**config.mk**
```make
export PLATFORM = sky130hd
export DESIGN_NAME = multilevel_feedback_scheduler_flat
export DESIGN_NICKNAME = d
export VERILOG_FILES = /design/src/mfs_pkg.sv /design/src/mfs_if.sv /design/src/mfs_ram.sv /design/src/mfs_queue.sv /design/src/multilevel_feedback_scheduler.sv /design/src/flat_wrapper.sv
export VERILOG_INCLUDE_DIRS = /design/src /design/src/src
export SDC_FILE = /design/constraint.sdc
export NUM_CORES = 2
export LEC_CHECK = 0
export BUFFER_PORTS_ARGS = -buffer_cell sky130_fd_sc_hd__buf_4
export CAP_MARGIN = 20
export CORE_ASPECT_RATIO = 0.8
export CORE_MARGIN = 2
export CORE_UTILIZATION = 31
export CTS_CLUSTER_DIAMETER = 100
export DETAILED_ROUTE_END_ITERATION = 10
export PLACE_DENSITY = 0.45
export SYNTH_ARGS = -nofsm -noshare
export SYNTH_HDL_FRONTEND = slang
export SYNTH_SLANG_ARGS = --single-unit
```
**constraint.sdc**
```tcl
create_clock -name i_clk -period 10.15 [get_ports i_clk]
set_input_delay 0.5075 -clock i_clk [delete_from_list [all_inputs] [get_ports i_clk]]
set_output_delay 0.5075 -clock i_clk [all_outputs]
set_load 0.1 [all_outputs]
```
**src/assert_macros.svh**
```systemverilog
`ifndef ASSERT_MACROS_SVH
`define ASSERT_MACROS_SVH

// Antecedent holds -> consequent holds in the same cycle.
`define ASSERT_IMP(lbl, clk, rst_n, ante, cons) \
    lbl: assert property (@(posedge clk) disable iff (!rst_n) (ante) |-> (cons)) \
        else $error("assertion failed");

// Antecedent holds -> consequent holds in the next cycle.
`define ASSERT_NXT(lbl, clk, rst_n, ante, cons) \
    lbl: assert property (@(posedge clk) disable iff (!rst_n) (ante) |=> (cons)) \
        else $error("assertion failed");

`endif

```
**src/mfs_pkg.sv**
```systemverilog
`timescale 1ns / 1ps
`default_nettype none
package mfs_pkg;

    localparam int MAX_TASKS = 16;
    localparam int BURSTS    = 3;
    localparam int NLEVELS   = 3;
    localparam int SLOT_W    = $clog2(MAX_TASKS);
    localparam int CNT_W     = $clog2(MAX_TASKS + 1);
    localparam int DATA_W    = 8;
    localparam int QDEPTH    = NLEVELS * MAX_TASKS;
    localparam int QADDR_W   = $clog2(QDEPTH);
    localparam int BDEPTH    = MAX_TASKS * BURSTS;
    localparam int BADDR_W   = $clog2(BDEPTH);

    localparam logic [1:0] REQ_ADD  = 2'd0;
    localparam logic [1:0] REQ_TICK = 2'd1;
    localparam logic [1:0] REQ_IO   = 2'd2;
    localparam logic [1:0] REQ_FIN  = 2'd3;

    localparam logic [2:0] EV_IDLE     = 3'd0;
    localparam logic [2:0] EV_FRESH    = 3'd1;
    localparam logic [2:0] EV_CONT     = 3'd2;
    localparam logic [2:0] EV_EXPIRED  = 3'd3;
    localparam logic [2:0] EV_BURST    = 3'd4;
    localparam logic [2:0] EV_ADDED    = 3'd5;
    localparam logic [2:0] EV_FULL     = 3'd6;
    localparam logic [2:0] EV_REMOVED  = 3'd7;

    localparam logic [1:0] PH_NEW   = 2'd0;
    localparam logic [1:0] PH_READY = 2'd1;
    localparam logic [1:0] PH_RUN   = 2'd2;
    localparam logic [1:0] PH_WAIT  = 2'd3;

    localparam logic [1:0] CFG_Q1  = 2'd0;
    localparam logic [1:0] CFG_Q2  = 2'd1;
    localparam logic [1:0] CFG_Q3  = 2'd2;
    localparam logic [1:0] CFG_IOW = 2'd3;

    localparam logic [1:0] QOP_PUSH   = 2'd0;
    localparam logic [1:0] QOP_FIND   = 2'd1;
    localparam logic [1:0] QOP_REMOVE = 2'd2;

    typedef struct packed {
        logic              valid;
        logic [1:0]        op;
        logic [1:0]        lvl;
        logic [SLOT_W-1:0] slot;
    } t_qcmd;

    typedef struct packed {
        logic              done;
        logic              found;
        logic [SLOT_W-1:0] slot;
    } t_qsts;

    function automatic logic [BADDR_W-1:0] burst_addr(input logic [SLOT_W-1:0] slot,
                                                      input logic [1:0] idx);
        burst_addr = BADDR_W'(BADDR_W'(slot) * BADDR_W'(BURSTS) + BADDR_W'(idx));
    endfunction

endpackage
`default_nettype wire

```
**src/mfs_if.sv**
```systemverilog
`timescale 1ns / 1ps
`default_nettype none
interface mfs_req_if;
    logic       valid;
    logic       ready;
    logic [1:0] req_type;
    logic [7:0] burst_first;
    logic [7:0] burst_second;
    logic [7:0] burst_third;

    modport source (output valid, req_type, burst_first, burst_second, burst_third,
                    input ready);
    modport sink (input valid, req_type, burst_first, burst_second, burst_third,
                  output ready);
endinterface

interface mfs_res_if;
    logic       valid;
    logic       ready;
    logic [2:0] event_code;
    logic [3:0] task_slot;
    logic [1:0] task_level;
    logic [1:0] burst_number;
    logic [7:0] time_remaining;
    logic       all_empty;
    logic       last_result;

    modport source (output valid, event_code, task_slot, task_level, burst_number,
                    time_remaining, all_empty, last_result, input ready);
    modport sink (input valid, event_code, task_slot, task_level, burst_number,
                  time_remaining, all_empty, last_result, output ready);
endinterface
`default_nettype wire

```
**src/mfs_ram.sv**
```systemverilog
`timescale 1ns / 1ps
`default_nettype none
module mfs_ram #(
    parameter int WIDTH = 8,
    parameter int DEPTH = 48,
    localparam int AW = $clog2(DEPTH)
) (
    input  wire logic             i_clk,
    input  wire logic             i_we,
    input  wire logic [AW-1:0]    i_waddr,
    input  wire logic [WIDTH-1:0] i_wdata,
    input  wire logic             i_re,
    input  wire logic [AW-1:0]    i_raddr,
    output logic      [WIDTH-1:0] o_rdata
);
    logic [WIDTH-1:0] r_mem [DEPTH];
    logic [WIDTH-1:0] r_rdata;

    always_ff @(posedge i_clk) begin
        if (i_we) begin
            r_mem[i_waddr] <= i_wdata;
        end
        if (i_re) begin
            r_rdata <= r_mem[i_raddr];
        end
    end

    assign o_rdata = r_rdata;
endmodule
`default_nettype wire

```
**src/mfs_queue.sv**
```systemverilog
`timescale 1ns / 1ps
`default_nettype none
`include "assert_macros.svh"
module mfs_queue (
    input  wire logic                             i_clk,
    input  wire logic                             i_rst_n,
    input  wire mfs_pkg::t_qcmd                   i_cmd,
    input  wire logic [mfs_pkg::MAX_TASKS-1:0]    i_ready_mask,
    output mfs_pkg::t_qsts                        o_sts
);
    localparam logic [2:0] Q_IDLE = 3'd0;
    localparam logic [2:0] Q_SRD  = 3'd1;
    localparam logic [2:0] Q_SCHK = 3'd2;
    localparam logic [2:0] Q_MRD  = 3'd3;
    localparam logic [2:0] Q_MWR  = 3'd4;

    localparam int CW = mfs_pkg::CNT_W;
    localparam int SW = mfs_pkg::SLOT_W;
    localparam int AW = mfs_pkg::QADDR_W;

    logic [2:0]    r_state;
    logic [1:0]    r_op;
    logic [1:0]    r_lvl;
    logic [SW-1:0] r_slot;
    logic [CW-1:0] r_idx;
    logic [CW-1:0] r_cnt [mfs_pkg::NLEVELS];
    logic          r_done;
    logic          r_found;
    logic [SW-1:0] r_fslot;

    logic          q_we, q_re;
    logic [AW-1:0] q_waddr, q_raddr;
    logic [SW-1:0] q_wdata, q_rdata;
    logic [CW-1:0] idx_nx;
    logic          match;
    logic          n_done;

    function automatic logic [AW-1:0] q_addr(input logic [1:0] lvl, input logic [CW-1:0] idx);
        q_addr = AW'(AW'(lvl) * AW'(mfs_pkg::MAX_TASKS) + AW'(idx));
    endfunction

    assign idx_nx = r_idx + CW'(1);
    assign match  = (r_op == mfs_pkg::QOP_FIND) ? i_ready_mask[q_rdata] : (q_rdata == r_slot);

    always_comb begin
        case (r_state)
            Q_IDLE:  n_done = i_cmd.valid && (i_cmd.op == mfs_pkg::QOP_PUSH);
            Q_SRD:   n_done = !(r_idx < r_cnt[r_lvl]);
            Q_SCHK:  n_done = match && (r_op == mfs_pkg::QOP_FIND);
            Q_MRD:   n_done = !(idx_nx < r_cnt[r_lvl]);
            default: n_done = 1'b0;
        endcase
    end

    always_comb begin
        q_we    = 1'b0;
        q_re    = 1'b0;
        q_waddr = q_addr(i_cmd.lvl, r_cnt[i_cmd.lvl]);
        q_wdata = i_cmd.slot;
        q_raddr = q_addr(r_lvl, r_idx);
        case (r_state)
            Q_IDLE: begin
                q_we = i_cmd.valid && (i_cmd.op == mfs_pkg::QOP_PUSH)
                       && (r_cnt[i_cmd.lvl] < CW'(mfs_pkg::MAX_TASKS));
            end
            Q_SRD: begin
                q_re = r_idx < r_cnt[r_lvl];
            end
            Q_MRD: begin
                q_re    = idx_nx < r_cnt[r_lvl];
                q_raddr = q_addr(r_lvl, idx_nx);
            end
            Q_MWR: begin
                q_we    = 1'b1;
                q_waddr = q_addr(r_lvl, r_idx);
                q_wdata = q_rdata;
            end
            default: begin
            end
        endcase
    end

    always_ff @(posedge i_clk) begin
        if (!i_rst_n) begin
            r_state <= Q_IDLE;
            r_done  <= 1'b0;
            r_found <= 1'b0;
            for (int i = 0; i < mfs_pkg::NLEVELS; i++) begin
                r_cnt[i] <= '0;
            end
        end else begin
            r_done <= n_done;
            case (r_state)
                Q_IDLE: begin
                    if (i_cmd.valid) begin
                        r_op   <= i_cmd.op;
                        r_lvl  <= i_cmd.lvl;
                        r_slot <= i_cmd.slot;
                        r_idx  <= '0;
                        if (i_cmd.op == mfs_pkg::QOP_PUSH) begin
                            if (r_cnt[i_cmd.lvl] < CW'(mfs_pkg::MAX_TASKS)) begin
                                r_cnt[i_cmd.lvl] <= r_cnt[i_cmd.lvl] + CW'(1);
                            end
                        end else begin
                            r_state <= Q_SRD;
                        end
                    end
                end
                Q_SRD: begin
                    if (r_idx < r_cnt[r_lvl]) begin
                        r_state <= Q_SCHK;
                    end else begin
                        r_found <= 1'b0;
                        r_state <= Q_IDLE;
                    end
                end
                Q_SCHK: begin
                    if (match) begin
                        if (r_op == mfs_pkg::QOP_FIND) begin
                            r_found <= 1'b1;
                            r_fslot <= q_rdata;
                            r_state <= Q_IDLE;
                        end else begin
                            r_state <= Q_MRD;
                        end
                    end else begin
                        r_idx   <= idx_nx;
                        r_state <= Q_SRD;
                    end
                end
                Q_MRD: begin
                    if (idx_nx < r_cnt[r_lvl]) begin
                        r_state <= Q_MWR;
                    end else begin
                        // close the gap left by the removed entry
                        r_cnt[r_lvl] <= r_cnt[r_lvl] - CW'(1);
                        r_state      <= Q_IDLE;
                    end
                end
                Q_MWR: begin
                    r_idx   <= idx_nx;
                    r_state <= Q_MRD;
                end
                default: r_state <= Q_IDLE;
            endcase
        end
    end

    mfs_ram #(.WIDTH(SW), .DEPTH(mfs_pkg::QDEPTH)) u_qram (
        .i_clk   (i_clk),
        .i_we    (q_we),
        .i_waddr (q_waddr),
        .i_wdata (q_wdata),
        .i_re    (q_re),
        .i_raddr (q_raddr),
        .o_rdata (q_rdata)
    );

    assign o_sts.done  = r_done;
    assign o_sts.found = r_found;
    assign o_sts.slot  = r_fslot;

    `ASSERT_IMP(a_cmd_when_idle, i_clk, i_rst_n, i_cmd.valid, r_state == Q_IDLE)
    `ASSERT_NXT(a_push_one_cycle, i_clk, i_rst_n,
                i_cmd.valid && (i_cmd.op == mfs_pkg::QOP_PUSH), r_done && (r_state == Q_IDLE))
    `ASSERT_IMP(a_state_legal, i_clk, i_rst_n, 1'b1, r_state <= Q_MWR)
endmodule
`default_nettype wire

```
**src/multilevel_feedback_scheduler.sv**
```systemverilog
// One result per request. Add scans for the first free slot (or reports full), writes its
// bursts and pushes it onto the level-1 list; finish and I/O may remove a queue entry,
// shifting later entries down one by one. Tick time is set by the queue engine walking
// level lists one entry at a time through its memory. One request in flight at a time.
// Reset (synchronous, active low) empties all slots and level lists and loads the
// default quanta 1, 2, 4 and I/O wait 3.
`timescale 1ns / 1ps
`default_nettype none
`include "assert_macros.svh"
module multilevel_feedback_scheduler (
    input  wire logic       i_clk,
    input  wire logic       i_rst_n,
    input  wire logic       i_cfg_we,
    input  wire logic [1:0] i_cfg_idx,
    input  wire logic [7:0] i_cfg_data,
    mfs_req_if.sink         i_req,
    mfs_res_if.source       o_res
);
    localparam int NT = mfs_pkg::MAX_TASKS;
    localparam int SW = mfs_pkg::SLOT_W;
    localparam int CW = mfs_pkg::CNT_W;
    localparam int BW = mfs_pkg::BADDR_W;

    localparam logic [4:0] S_IDLE   = 5'd0;
    localparam logic [4:0] S_AFIND  = 5'd1;
    localparam logic [4:0] S_AWR    = 5'd2;
    localparam logic [4:0] S_APUSH  = 5'd3;
    localparam logic [4:0] S_QWAIT  = 5'd4;
    localparam logic [4:0] S_TSEL   = 5'd5;
    localparam logic [4:0] S_TREM   = 5'd6;
    localparam logic [4:0] S_TPUSH  = 5'd7;
    localparam logic [4:0] S_TFIND  = 5'd8;
    localparam logic [4:0] S_TFWAIT = 5'd9;
    localparam logic [4:0] S_TRDL   = 5'd10;
    localparam logic [4:0] S_TCHK   = 5'd11;
    localparam logic [4:0] S_SLEEP  = 5'd12;
    localparam logic [4:0] S_IO     = 5'd13;
    localparam logic [4:0] S_FIN    = 5'd14;
    localparam logic [4:0] S_FREM   = 5'd15;
    localparam logic [4:0] S_FRD    = 5'd16;
    localparam logic [4:0] S_FOUT   = 5'd17;

    logic [4:0]    r_state, r_ret;
    logic [7:0]    r_q1, r_q2, r_q3, r_iow;

    logic [NT-1:0] r_used;
    logic [1:0]    r_phase [NT];
    logic [1:0]    r_level [NT];
    logic [7:0]    r_timer [NT];
    logic          r_moved [NT];
    logic          r_back  [NT];
    logic [1:0]    r_bidx  [NT];

    logic [SW-1:0] r_run_slot;
    logic          r_run_valid;
    logic [1:0]    r_active;
    logic [7:0]    r_qused;

    logic [1:0]    r_req_type;
    logic [7:0]    r_b0, r_b1, r_b2;
    logic [SW-1:0] r_s;
    logic [2:0]    r_ev;
    logic          r_has;
    logic [CW-1:0] r_k;
    logic [1:0]    r_b;
    logic [1:0]    r_lvl, r_nl;
    logic          r_fresh, r_sleep;

    logic          r_out_valid;
    logic [2:0]    r_o_ev;
    logic [SW-1:0] r_o_slot;
    logic [1:0]    r_o_lvl, r_o_bidx;
    logic [7:0]    r_o_left;
    logic          r_o_empty;

    logic [NT-1:0] rdy_mask, wait_mask;
    logic [2:0]    lvl_has;
    logic          any_ready, any_wait;
    logic [1:0]    t_lvl;
    logic [7:0]    qmax, qz, qu_eff;
    logic [1:0]    cur_bidx;
    logic [7:0]    tmr_inc [NT];
    logic          out_load;

    logic          b_we, b_re;
    logic [BW-1:0] b_waddr, b_raddr;
    logic [7:0]    b_wdata, b_rdata, add_burst;

    mfs_pkg::t_qcmd qcmd;
    mfs_pkg::t_qsts qsts;

    always_comb begin
        lvl_has = '0;
        for (int i = 0; i < NT; i++) begin
            rdy_mask[i]  = r_used[i] && (r_phase[i] == mfs_pkg::PH_NEW
                                         || r_phase[i] == mfs_pkg::PH_READY);
            wait_mask[i] = r_used[i] && (r_phase[i] == mfs_pkg::PH_WAIT);
            tmr_inc[i]   = r_timer[i] + 8'd1;
            lvl_has[0]   = lvl_has[0] | (rdy_mask[i] && r_level[i] == 2'd1);
            lvl_has[1]   = lvl_has[1] | (rdy_mask[i] && r_level[i] == 2'd2);
            lvl_has[2]   = lvl_has[2] | (rdy_mask[i] && r_level[i] == 2'd3);
        end
    end

    assign any_ready = |rdy_mask;
    assign any_wait  = |wait_mask;

    always_comb begin
        if ((r_active == 2'd0 && lvl_has[0]) || r_active == 2'd1) begin
            t_lvl = 2'd1;
        end else if ((r_active == 2'd0 && lvl_has[1]) || r_active == 2'd2) begin
            t_lvl = 2'd2;
        end else if ((r_active == 2'd0 && lvl_has[2]) || r_active == 2'd3) begin
            t_lvl = 2'd3;
        end else begin
            t_lvl = 2'd0;
        end
        case (t_lvl)
            2'd1:    qmax = r_q1;
            2'd2:    qmax = r_q2;
            default: qmax = r_q3;
        endcase
    end

    assign qz       = (qmax == 8'd0) ? 8'd1 : qmax;
    assign qu_eff   = (r_active == 2'd0) ? 8'd0 : r_qused;
    assign cur_bidx = r_bidx[r_s];
    assign out_load = (r_state == S_FOUT) && (!r_out_valid || o_res.ready);

    always_comb begin
        case (r_b)
            2'd0:    add_burst = r_b0;
            2'd1:    add_burst = r_b1;
            2'd2:    add_burst = r_b2;
            default: add_burst = 8'd0;
        endcase
    end

    always_comb begin
        b_we    = 1'b0;
        b_waddr = mfs_pkg::burst_addr(r_s, r_b);
        b_wdata = add_burst;
        b_re    = 1'b0;
        b_raddr = mfs_pkg::burst_addr(r_s, cur_bidx);
        case (r_state)
            S_AWR: b_we = 1'b1;
            S_TRDL, S_FRD: b_re = 1'b1;
            S_TCHK: begin
                b_we    = b_rdata != 8'd0;
                b_waddr = mfs_pkg::burst_addr(r_s, cur_bidx);
                b_wdata = b_rdata - 8'd1;
            end
            default: begin
            end
        endcase
    end

    always_comb begin
        qcmd = '0;
        case (r_state)
            S_APUSH: begin
                qcmd.valid = 1'b1;
                qcmd.op    = mfs_pkg::QOP_PUSH;
                qcmd.lvl   = 2'd0;
                qcmd.slot  = r_s;
            end
            S_TREM, S_FREM: begin
                qcmd.valid = 1'b1;
                qcmd.op    = mfs_pkg::QOP_REMOVE;
                qcmd.lvl   = r_lvl - 2'd1;
                qcmd.slot  = r_s;
            end
            S_TPUSH: begin
                qcmd.valid = 1'b1;
                qcmd.op    = mfs_pkg::QOP_PUSH;
                qcmd.lvl   = r_nl - 2'd1;
                qcmd.slot  = r_s;
            end
            S_TFIND: begin
                qcmd.valid = 1'b1;
                qcmd.op    = mfs_pkg::QOP_FIND;
                qcmd.lvl   = r_lvl - 2'd1;
            end
            default: begin
            end
        endcase
    end

    always_ff @(posedge i_clk) begin
        if (!i_rst_n) begin
            r_state     <= S_IDLE;
            r_q1        <= 8'd1;
            r_q2        <= 8'd2;
            r_q3        <= 8'd4;
            r_iow       <= 8'd3;
            r_used      <= '0;
            r_run_slot  <= '0;
            r_run_valid <= 1'b0;
            r_active    <= 2'd0;
            r_qused     <= 8'd0;
            r_out_valid <= 1'b0;
            for (int i = 0; i < NT; i++) begin
                r_phase[i] <= mfs_pkg::PH_NEW;
            end
        end else begin
            if (i_cfg_we) begin
                case (i_cfg_idx)
                    mfs_pkg::CFG_Q1: r_q1  <= i_cfg_data;
                    mfs_pkg::CFG_Q2: r_q2  <= i_cfg_data;
                    mfs_pkg::CFG_Q3: r_q3  <= i_cfg_data;
                    default:         r_iow <= i_cfg_data;
                endcase
            end
            if (r_out_valid && o_res.ready && !out_load) begin
                r_out_valid <= 1'b0;
            end

            case (r_state)
                S_IDLE: begin
                    if (i_req.valid) begin
                        r_req_type <= i_req.req_type;
                        r_b0       <= i_req.burst_first;
                        r_b1       <= i_req.burst_second;
                        r_b2       <= i_req.burst_third;
                        r_k        <= '0;
                        r_sleep    <= 1'b0;
                        case (i_req.req_type)
                            mfs_pkg::REQ_ADD:  r_state <= S_AFIND;
                            mfs_pkg::REQ_TICK: r_state <= S_TSEL;
                            mfs_pkg::REQ_IO:   r_state <= S_IO;
                            default:           r_state <= S_FIN;
                        endcase
                    end
                end
                S_AFIND: begin
                    if (r_k == CW'(NT)) begin
                        r_ev    <= mfs_pkg::EV_FULL;
                        r_has   <= 1'b0;
                        r_state <= S_FRD;
                    end else if (!r_used[r_k[SW-1:0]]) begin
                        r_s                     <= r_k[SW-1:0];
                        r_used[r_k[SW-1:0]]     <= 1'b1;
                        r_phase[r_k[SW-1:0]]    <= mfs_pkg::PH_NEW;
                        r_level[r_k[SW-1:0]]    <= 2'd1;
                        r_timer[r_k[SW-1:0]]    <= 8'd0;
                        r_moved[r_k[SW-1:0]]    <= 1'b0;
                        r_back[r_k[SW-1:0]]     <= 1'b0;
                        r_bidx[r_k[SW-1:0]]     <= 2'd0;
                        r_b                     <= 2'd0;
                        r_ev                    <= mfs_pkg::EV_ADDED;
                        r_has                   <= 1'b1;
                        r_state                 <= S_AWR;
                    end else begin
                        r_k <= r_k + CW'(1);
                    end
                end
                S_AWR: begin
                    if (r_b == 2'(mfs_pkg::BURSTS - 1)) begin
                        r_state <= S_APUSH;
                    end else begin
                        r_b <= r_b + 2'd1;
                    end
                end
                S_APUSH: begin
                    r_ret   <= S_FRD;
                    r_state <= S_QWAIT;
                end
                S_QWAIT: begin
                    if (qsts.done) begin
                        r_state <= r_ret;
                    end
                end
                S_TSEL: begin
                    if (t_lvl == 2'd0) begin
                        r_ev    <= mfs_pkg::EV_IDLE;
                        r_has   <= 1'b0;
                        r_state <= S_SLEEP;
                    end else if (qu_eff >= qz) begin
                        r_lvl       <= t_lvl;
                        r_run_valid <= 1'b0;
                        r_qused     <= 8'd0;
                        r_active    <= 2'd0;
                        if (r_run_valid) begin
                            // demote one level, level 3 rotates to its own tail
                            r_s                 <= r_run_slot;
                            r_nl                <= (t_lvl < 2'd3) ? t_lvl + 2'd1 : 2'd3;
                            r_level[r_run_slot] <= (t_lvl < 2'd3) ? t_lvl + 2'd1 : 2'd3;
                            if (t_lvl < 2'd3) begin
                                r_moved[r_run_slot] <= 1'b1;
                            end
                            r_phase[r_run_slot] <= mfs_pkg::PH_READY;
                            r_ev                <= mfs_pkg::EV_EXPIRED;
                            r_has               <= 1'b1;
                            r_state             <= S_TREM;
                        end else begin
                            r_ev    <= mfs_pkg::EV_IDLE;
                            r_has   <= 1'b0;
                            r_state <= S_SLEEP;
                        end
                    end else begin
                        r_lvl    <= t_lvl;
                        r_active <= t_lvl;
                        r_qused  <= qu_eff;
                        if (!r_run_valid) begin
                            r_state <= S_TFIND;
                        end else begin
                            r_moved[r_run_slot] <= 1'b0;
                            r_s                 <= r_run_slot;
                            r_fresh             <= 1'b0;
                            r_state             <= S_TRDL;
                        end
                    end
                end
                S_TREM: begin
                    r_ret   <= S_TPUSH;
                    r_state <= S_QWAIT;
                end
                S_TPUSH: begin
                    r_ret   <= (r_req_type == mfs_pkg::REQ_TICK) ? S_SLEEP : S_FRD;
                    r_state <= S_QWAIT;
                end
                S_TFIND: begin
                    r_state <= S_TFWAIT;
                end
                S_TFWAIT: begin
                    if (qsts.done) begin
                        if (qsts.found) begin
                            r_run_slot  <= qsts.slot;
                            r_run_valid <= 1'b1;
                            r_s         <= qsts.slot;
                            r_fresh     <= 1'b1;
                            r_state     <= S_TRDL;
                        end else begin
                            r_active <= 2'd0;
                            r_ev     <= mfs_pkg::EV_IDLE;
                            r_has    <= 1'b0;
                            r_state  <= S_FRD;
                        end
                    end
                end
                S_TRDL: begin
                    r_state <= S_TCHK;
                end
                S_TCHK: begin
                    r_has <= 1'b1;
                    if (b_rdata == 8'd0) begin
                        // empty burst: step to the next one, hold at the last
                        if (3'(cur_bidx) + 3'd1 < 3'(mfs_pkg::BURSTS)) begin
                            r_bidx[r_s] <= cur_bidx + 2'd1;
                        end
                        r_ev    <= mfs_pkg::EV_BURST;
                        r_state <= S_FRD;
                    end else begin
                        if (r_fresh) begin
                            r_back[r_s]  <= 1'b0;
                            r_phase[r_s] <= mfs_pkg::PH_RUN;
                            r_ev         <= mfs_pkg::EV_FRESH;
                        end else begin
                            r_ev <= mfs_pkg::EV_CONT;
                        end
                        r_qused <= r_qused + 8'd1;
                        r_sleep <= 1'b1;
                        r_state <= S_SLEEP;
                    end
                end
                S_SLEEP: begin
                    if (r_sleep || (!any_ready && any_wait)) begin
                        for (int i = 0; i < NT; i++) begin
                            if (wait_mask[i]) begin
                                if (tmr_inc[i] == r_iow) begin
                                    r_phase[i] <= mfs_pkg::PH_READY;
                                    r_timer[i] <= 8'd0;
                                    r_back[i]  <= 1'b1;
                                end else begin
                                    r_timer[i] <= tmr_inc[i];
                                end
                            end
                        end
                    end
                    r_state <= S_FRD;
                end
                S_IO: begin
                    r_s         <= r_run_slot;
                    r_has       <= r_run_valid;
                    r_ev        <= mfs_pkg::EV_IDLE;
                    r_active    <= 2'd0;
                    r_run_valid <= 1'b0;
                    if (r_run_valid && !r_moved[r_run_slot]
                        && (r_active == 2'd2 || r_active == 2'd3)) begin
                        r_state <= S_TREM;
                    end else begin
                        r_state <= S_FRD;
                    end
                    if (r_run_valid) begin
                        r_phase[r_run_slot] <= mfs_pkg::PH_WAIT;
                        r_timer[r_run_slot] <= 8'd0;
                        // promote one level from level 2 or 3 unless it was just demoted
                        if (!r_moved[r_run_slot] && (r_active == 2'd2 || r_active == 2'd3)) begin
                            r_level[r_run_slot] <= r_active - 2'd1;
                            r_lvl               <= r_active;
                            r_nl                <= r_active - 2'd1;
                        end
                    end
                end
                S_FIN: begin
                    if (r_run_valid) begin
                        r_s                 <= r_run_slot;
                        r_lvl               <= (r_level[r_run_slot] == 2'd0)
                                               ? 2'd1 : r_level[r_run_slot];
                        r_used[r_run_slot]  <= 1'b0;
                        r_phase[r_run_slot] <= mfs_pkg::PH_NEW;
                        r_run_valid         <= 1'b0;
                        r_active            <= 2'd0;
                        r_ev                <= mfs_pkg::EV_REMOVED;
                        r_has               <= 1'b1;
                        r_state             <= S_FREM;
                    end else begin
                        r_ev    <= mfs_pkg::EV_IDLE;
                        r_has   <= 1'b0;
                        r_state <= S_FRD;
                    end
                end
                S_FREM: begin
                    r_ret   <= S_FRD;
                    r_state <= S_QWAIT;
                end
                S_FRD: begin
                    r_state <= S_FOUT;
                end
                S_FOUT: begin
                    if (out_load) begin
                        r_out_valid <= 1'b1;
                        r_o_ev      <= r_ev;
                        r_o_slot    <= r_has ? r_s : '0;
                        r_o_lvl     <= r_has ? r_level[r_s] : 2'd0;
                        r_o_bidx    <= r_has ? cur_bidx : 2'd0;
                        r_o_left    <= r_has ? b_rdata : 8'd0;
                        r_o_empty   <= ~|r_used;
                        r_state     <= S_IDLE;
                    end
                end
                default: r_state <= S_IDLE;
            endcase
        end
    end

    mfs_queue u_queue (
        .i_clk        (i_clk),
        .i_rst_n      (i_rst_n),
        .i_cmd        (qcmd),
        .i_ready_mask (rdy_mask),
        .o_sts        (qsts)
    );

    mfs_ram #(.WIDTH(mfs_pkg::DATA_W), .DEPTH(mfs_pkg::BDEPTH)) u_bram (
        .i_clk   (i_clk),
        .i_we    (b_we),
        .i_waddr (b_waddr),
        .i_wdata (b_wdata),
        .i_re    (b_re),
        .i_raddr (b_raddr),
        .o_rdata (b_rdata)
    );

    assign i_req.ready          = (r_state == S_IDLE);
    assign o_res.valid          = r_out_valid;
    assign o_res.event_code     = r_o_ev;
    assign o_res.task_slot      = r_o_slot;
    assign o_res.task_level     = r_o_lvl;
    assign o_res.burst_number   = r_o_bidx;
    assign o_res.time_remaining = r_o_left;
    assign o_res.all_empty      = r_o_empty;
    assign o_res.last_result    = 1'b1;

    `ASSERT_IMP(a_run_has_level, i_clk, i_rst_n, r_run_valid, r_active != 2'd0)
    `ASSERT_NXT(a_result_loaded, i_clk, i_rst_n, out_load,
                r_out_valid && (r_state == S_IDLE))
    `ASSERT_IMP(a_state_legal, i_clk, i_rst_n, 1'b1, r_state <= S_FOUT)
endmodule
`default_nettype wire
```
**src/flat_wrapper.sv**
```systemverilog
// flat-port wrapper written by rule: the top's interface ports become plain ports
module multilevel_feedback_scheduler_flat 
  (i_clk, i_rst_n, i_cfg_we, i_cfg_idx, i_cfg_data, i_req_valid, i_req_req_type, i_req_burst_first, i_req_burst_second, i_req_burst_third, i_req_ready, o_res_valid, o_res_event_code, o_res_task_slot, o_res_task_level, o_res_burst_number, o_res_time_remaining, o_res_all_empty, o_res_last_result, o_res_ready);
  mfs_req_if i_req_i ();
  mfs_res_if o_res_i ();
  input  wire logic i_clk;
  input  wire logic i_rst_n;
  input  wire logic i_cfg_we;
  input  wire logic [1:0] i_cfg_idx;
  input  wire logic [7:0] i_cfg_data;
  input wire logic [$bits(i_req_i.valid)-1:0] i_req_valid;
  input wire logic [$bits(i_req_i.req_type)-1:0] i_req_req_type;
  input wire logic [$bits(i_req_i.burst_first)-1:0] i_req_burst_first;
  input wire logic [$bits(i_req_i.burst_second)-1:0] i_req_burst_second;
  input wire logic [$bits(i_req_i.burst_third)-1:0] i_req_burst_third;
  output wire logic [$bits(i_req_i.ready)-1:0] i_req_ready;
  output wire logic [$bits(o_res_i.valid)-1:0] o_res_valid;
  output wire logic [$bits(o_res_i.event_code)-1:0] o_res_event_code;
  output wire logic [$bits(o_res_i.task_slot)-1:0] o_res_task_slot;
  output wire logic [$bits(o_res_i.task_level)-1:0] o_res_task_level;
  output wire logic [$bits(o_res_i.burst_number)-1:0] o_res_burst_number;
  output wire logic [$bits(o_res_i.time_remaining)-1:0] o_res_time_remaining;
  output wire logic [$bits(o_res_i.all_empty)-1:0] o_res_all_empty;
  output wire logic [$bits(o_res_i.last_result)-1:0] o_res_last_result;
  input wire logic [$bits(o_res_i.ready)-1:0] o_res_ready;
  assign i_req_i.valid = i_req_valid;
  assign i_req_i.req_type = i_req_req_type;
  assign i_req_i.burst_first = i_req_burst_first;
  assign i_req_i.burst_second = i_req_burst_second;
  assign i_req_i.burst_third = i_req_burst_third;
  assign i_req_ready = i_req_i.ready;
  assign o_res_valid = o_res_i.valid;
  assign o_res_event_code = o_res_i.event_code;
  assign o_res_task_slot = o_res_i.task_slot;
  assign o_res_task_level = o_res_i.task_level;
  assign o_res_burst_number = o_res_i.burst_number;
  assign o_res_time_remaining = o_res_i.time_remaining;
  assign o_res_all_empty = o_res_i.all_empty;
  assign o_res_last_result = o_res_i.last_result;
  assign o_res_i.ready = o_res_ready;
  multilevel_feedback_scheduler u_core (.i_clk(i_clk), .i_rst_n(i_rst_n), .i_cfg_we(i_cfg_we), .i_cfg_idx(i_cfg_idx), .i_cfg_data(i_cfg_data), .i_req(i_req_i), .o_res(o_res_i));
endmodule
```
==> metrics.txt <==
area growth from synthesis to layout=14.24%; P_leak=17.34 nW; Final Skew=around 0.036 ns; hold-critical path depth=3; Yosys top cell by area=edfxtp_1; wire length per cell=roughly 24 um; Final Setup Violations=0; HPWL Detailed=around 90,000 um; hold_sp=i_cfg_data[6]; async set-reset flop share out of synthesis=0%; # IOs=64; startpoint types=flop; post-synthesis cell area=roughly 48,000 um2; FF+latch area=approximately 30,000 um2; worst r2r src=u_core.r_level[10][1]; Worst-Margin Slew=around 1.3 ns; VDD IR max=0.2617 mV; Clk Latency, worst-skew pair=0.75 ns; final slew viol count=0; number of global-route vias before repair=about 29,000; total congestion overflow=0; setup repair after global routing missed its margin=false; syn_area_per_cell=between 10 and 15 um2; initial DRC count=2,461; Reg2Reg Depth=20; Synth top area share=approximately three fifths; reg2reg end=u_core.r_phase[1][0]; I/O Buffers=just over 60; worst-case hold path end point=u_core.r_q3[6]; Placeable Area=152,300 um2; Synth top cells by count=edfxtp_1 (936), nor2_1 (424), nand2_1 (237); H-tree levels=3; Hold Vio Cnt, Final=0; die area=approximately 160,000 um2; initial antenna violation count=4; DRT antenna net count=0; arrival time at the worst endpoint=6.36 ns; HP Class=in -> reg; Yosys cell types=85; gp weighted congestion=about 0.94; # DRC=0; max frequency=roughly 170 MHz; Final WS setup=between 4 and 5 ns; die width=roughly 440 um; clock root cell=clkbuf_16; part of the cycle the worst path needs=58.49%; post-synthesis register bit count=1,020; Critical Path RT=~11 ns; max_cap viols=0; register area share after synthesis=between 60% and 70%; P per Cell Area=about 220 nW/um2; Yosys Warn Count=0; flop-to-flop setup slack=about 4.2 ns; gr usage total=~17%; Post-Route WL=132,400 um; vias per inst=approximately 5.1; Clock Path Buffers=3; CP top delay family=compound AO/OA/AOI/OAI gates; CTS Sinks=1,020; global-route wire length before repair=197,500 um; buffer count from post-CTS setup fixing=0; crit path time final=roughly 5.9 ns; setup TNS=0 ns; outcome=finished clean; Rel. slew slack=15.74%; CTS resizes=0; DR vias=a little under 30,000; nets@finish=~3,600; cell row count=approximately 130; CTS buffer count=106; Initial Util=between 30% and 40%; Detailed Routing Iterations Pass 1=6; Die Ht=354.3 um; Placement Setup Slack=4.306 ns; TritonCTS clock tree=built; # fillers=about 15,000; most frequent cell after synthesis=edfxtp_1; largest net degree at the start of global routing=97; Critical Path Fanout Max=14; EDFF count, synth=about 940; Bufs and invs on worst path=1; Most used DFF post-synth=edfxtp_1; Worst Setup End Kind=flop; most area-consuming cells after synthesis=edfxtp_1 (59%), mux4_2 (10%), dfxtp_1 (3.5%); Reg clk slew, reported paths=~0.080 ns; CP Class=reg -> reg; fraction of layout cells with a size suffix above 1=between 15 and 20%; post-synth net total=~3,500; Critical Path, Cell by Cell=nor4bb_1 -> nor4_1 -> o2111ai_1 -> o22ai_1 -> buf_4 -> mux2i_1 -> nor2_1 -> a21oi_1 -> nand4_1 -> o21ai_0 -> ha_1 -> nand2b_1 -> a31oi_1 -> nor2_1 -> o21a_1 -> o21ai_1 -> a31oi_1 -> nor4_1 -> o211ai_1 -> nand3_1; multi-input logic area=17,070 um2; Post-Synthesis Cells=3,421; max incr delay on CP=about 0.94 ns; Crit-path slowest cell=nor4_1
==> worst register-to-register path: cells and delay by family, from the launching register on <==
family | cells | cell delay (ns)
AOI/OAI and AO/OA | 9 | 2.25
adders and majority gates | 1 | 0.25
buffers and inverters | 1 | 0.26
DFF | 1 | 0.46
muxes | 1 | 0.25
and+or+nand+nor | 8 | 2.15
==> stage by stage <==
| stage | area, um2 | hold WS [ns] | util, % | power, mW | std cells |
|---|---|---|---|---|---|
| 5_1_grt | 54330 | 0.02702 | 35.67 | 12.27 | 5619 |
| 6_report | 54330 | 0.06317 | 35.67 | 11.76 | 5620 |
| 4_1_cts | 54300 | 0.002201 | 35.65 | 11.92 | 5616 |
| 2_1_floorplan | 47560 | 0.4003 | - | 6.887 | 3421 |
| 3_3_place_gp | 50480 | 0.4131 | 33.15 | 7.893 | 5386 |
| 3_5_place_dp | 50490 | 0.4079 | 33.15 | 7.895 | 5387 |
==> routing by layer <==
layer / wire (um) / track usage [%] / up-vias / share of wire (%)
met1: 61790 / 24.13 / 14720 / 47
met5: 0 / 0 / - / 0
met4: 3593 / 4.632 / 0 / 2.7
met2: 59700 / 25.67 / 780 / 45
li1: - / - / 13220 / -
met3: 7348 / 3.213 / 193 / 5.5
==> kinds of logic (layout without fill, tap and decap cells) <==
| logic type | count (synthesis) | after routing | share of synthesized area (%) |
|---|---|---|---|
| xor gates and xnor gates | 266 | 266 | 4.899 |
| muxes | 305 | 305 | 12.22 |
| DFF | 1020 | 1020 | 62.64 |
| buffers and inverters | 229 | 411 | 1.831 |
| adders and majority gates | 66 | 66 | 1.784 |
| AOI/OAI and AO/OA | 402 | 402 | 5.422 |
| and+or+nand+nor | 1132 | 1132 | 11.20 |
| other | 1 | 3 | 0.007885 |
==> how the worst max path moves through the flow <==
stage / from / endpoint / slack, ns / cells after the start
2_1_floorplan: u_core.r_state[2] / u_core.r_b0[0] / 5.09 / 5
3_3_place_gp: u_core.r_level[10][1] / u_core.r_phase[1][0] / 3.88 / 19
3_5_place_dp: u_core.r_level[9][0] / u_core.r_phase[1][1] / 4.31 / 17
4_1_cts: u_core.r_level[9][0] / u_core.r_phase[1][0] / 4.26 / 17
5_1_grt: u_core.r_used[8] / u_core.r_phase[1][0] / 3.73 / 18
6_report: u_core.r_level[10][1] / u_core.r_phase[1][0] / 4.21 / 20
==> registers in the layout, summed over array words and instances (netlist names), 5 cells and up, named ones only <==
| register | count |
|---|---|
| u_core.u_queue.r_idx | 5 |
| u_core.r_qused | 8 |
| u_core.r_b0 | 8 |
| u_core.r_q3 | 8 |
| u_core.u_queue.u_qram.r_mem | 192 |
| u_core.r_q2 | 8 |
| u_core.o_res.time_remaining | 8 |
| u_core.r_b1 | 8 |
| u_core.u_bram.o_rdata | 8 |
| u_core.r_k | 5 |
| u_core.r_timer | 128 |
| u_core.r_state | 5 |
| u_core.r_used | 16 |
| u_core.r_level | 32 |
| u_core.u_queue.r_cnt | 20 |
| u_core.r_q1 | 8 |
| u_core.r_bidx | 32 |
| u_core.r_iow | 8 |
| u_core.r_moved | 16 |
| u_core.r_phase | 32 |
| u_core.u_bram.r_mem | 384 |
| u_core.r_b2 | 8 |
==> final cells by class <==
class / count / area share (%)
Inverter: 68 / 0.4698
Timing Repair Buffer: 141 / 2.110
Tap cell: 2015 / 4.641
Clock buffer: 132 / 5.156
Antenna cell: 2 / 0.009212
Sequential cell: 1020 / 54.83
Clock inverter: 70 / 1.359
Multi-Input combinational cell: 2172 / 31.42
==> what timing repair did <==
action	4_1_cts	5_1_grt
endpoints found under the hold margin	27	0
hold buffers	27	0
setup endpoints to repair	0	0
==> where the power goes <==
group,switching (mW),internal [mW],leakage (nW)
combinational,1.69,1.12,6.72
clock,1.75,2.23,1.71
sequential,0.135,4.83,8.91
total,3.58,8.18,17.3
==> cells in the final DEF (no fill, tap or decap), types with 14 or more instances in the layout <==
master         count
nand2b_1          30
o22ai_1           17
nor4bb_1          14
edfxtp_1         936
mux2i_1           70
ha_1              62
dlygate4sd3_1     27
a211oi_1          18
clkbuf_16        107
inv_1             66
clkinv_1          25
nand2_1          237
nor2b_1           58
and3_1            40
dfxtp_1           84
and2_1            29
nor3_1            32
nand4_1           30
mux4_2           219
nand3_1          150
xor2_1           153
nor2_1           422
xnor2_1          108
o211ai_1          14
buf_4            112
or3_1             25
a31oi_1           22
a21oi_1          109
o21ai_0           92
clkbuf_1          22
clkinv_2          20
Note: power is estimated with default switching activity, not from simulation.
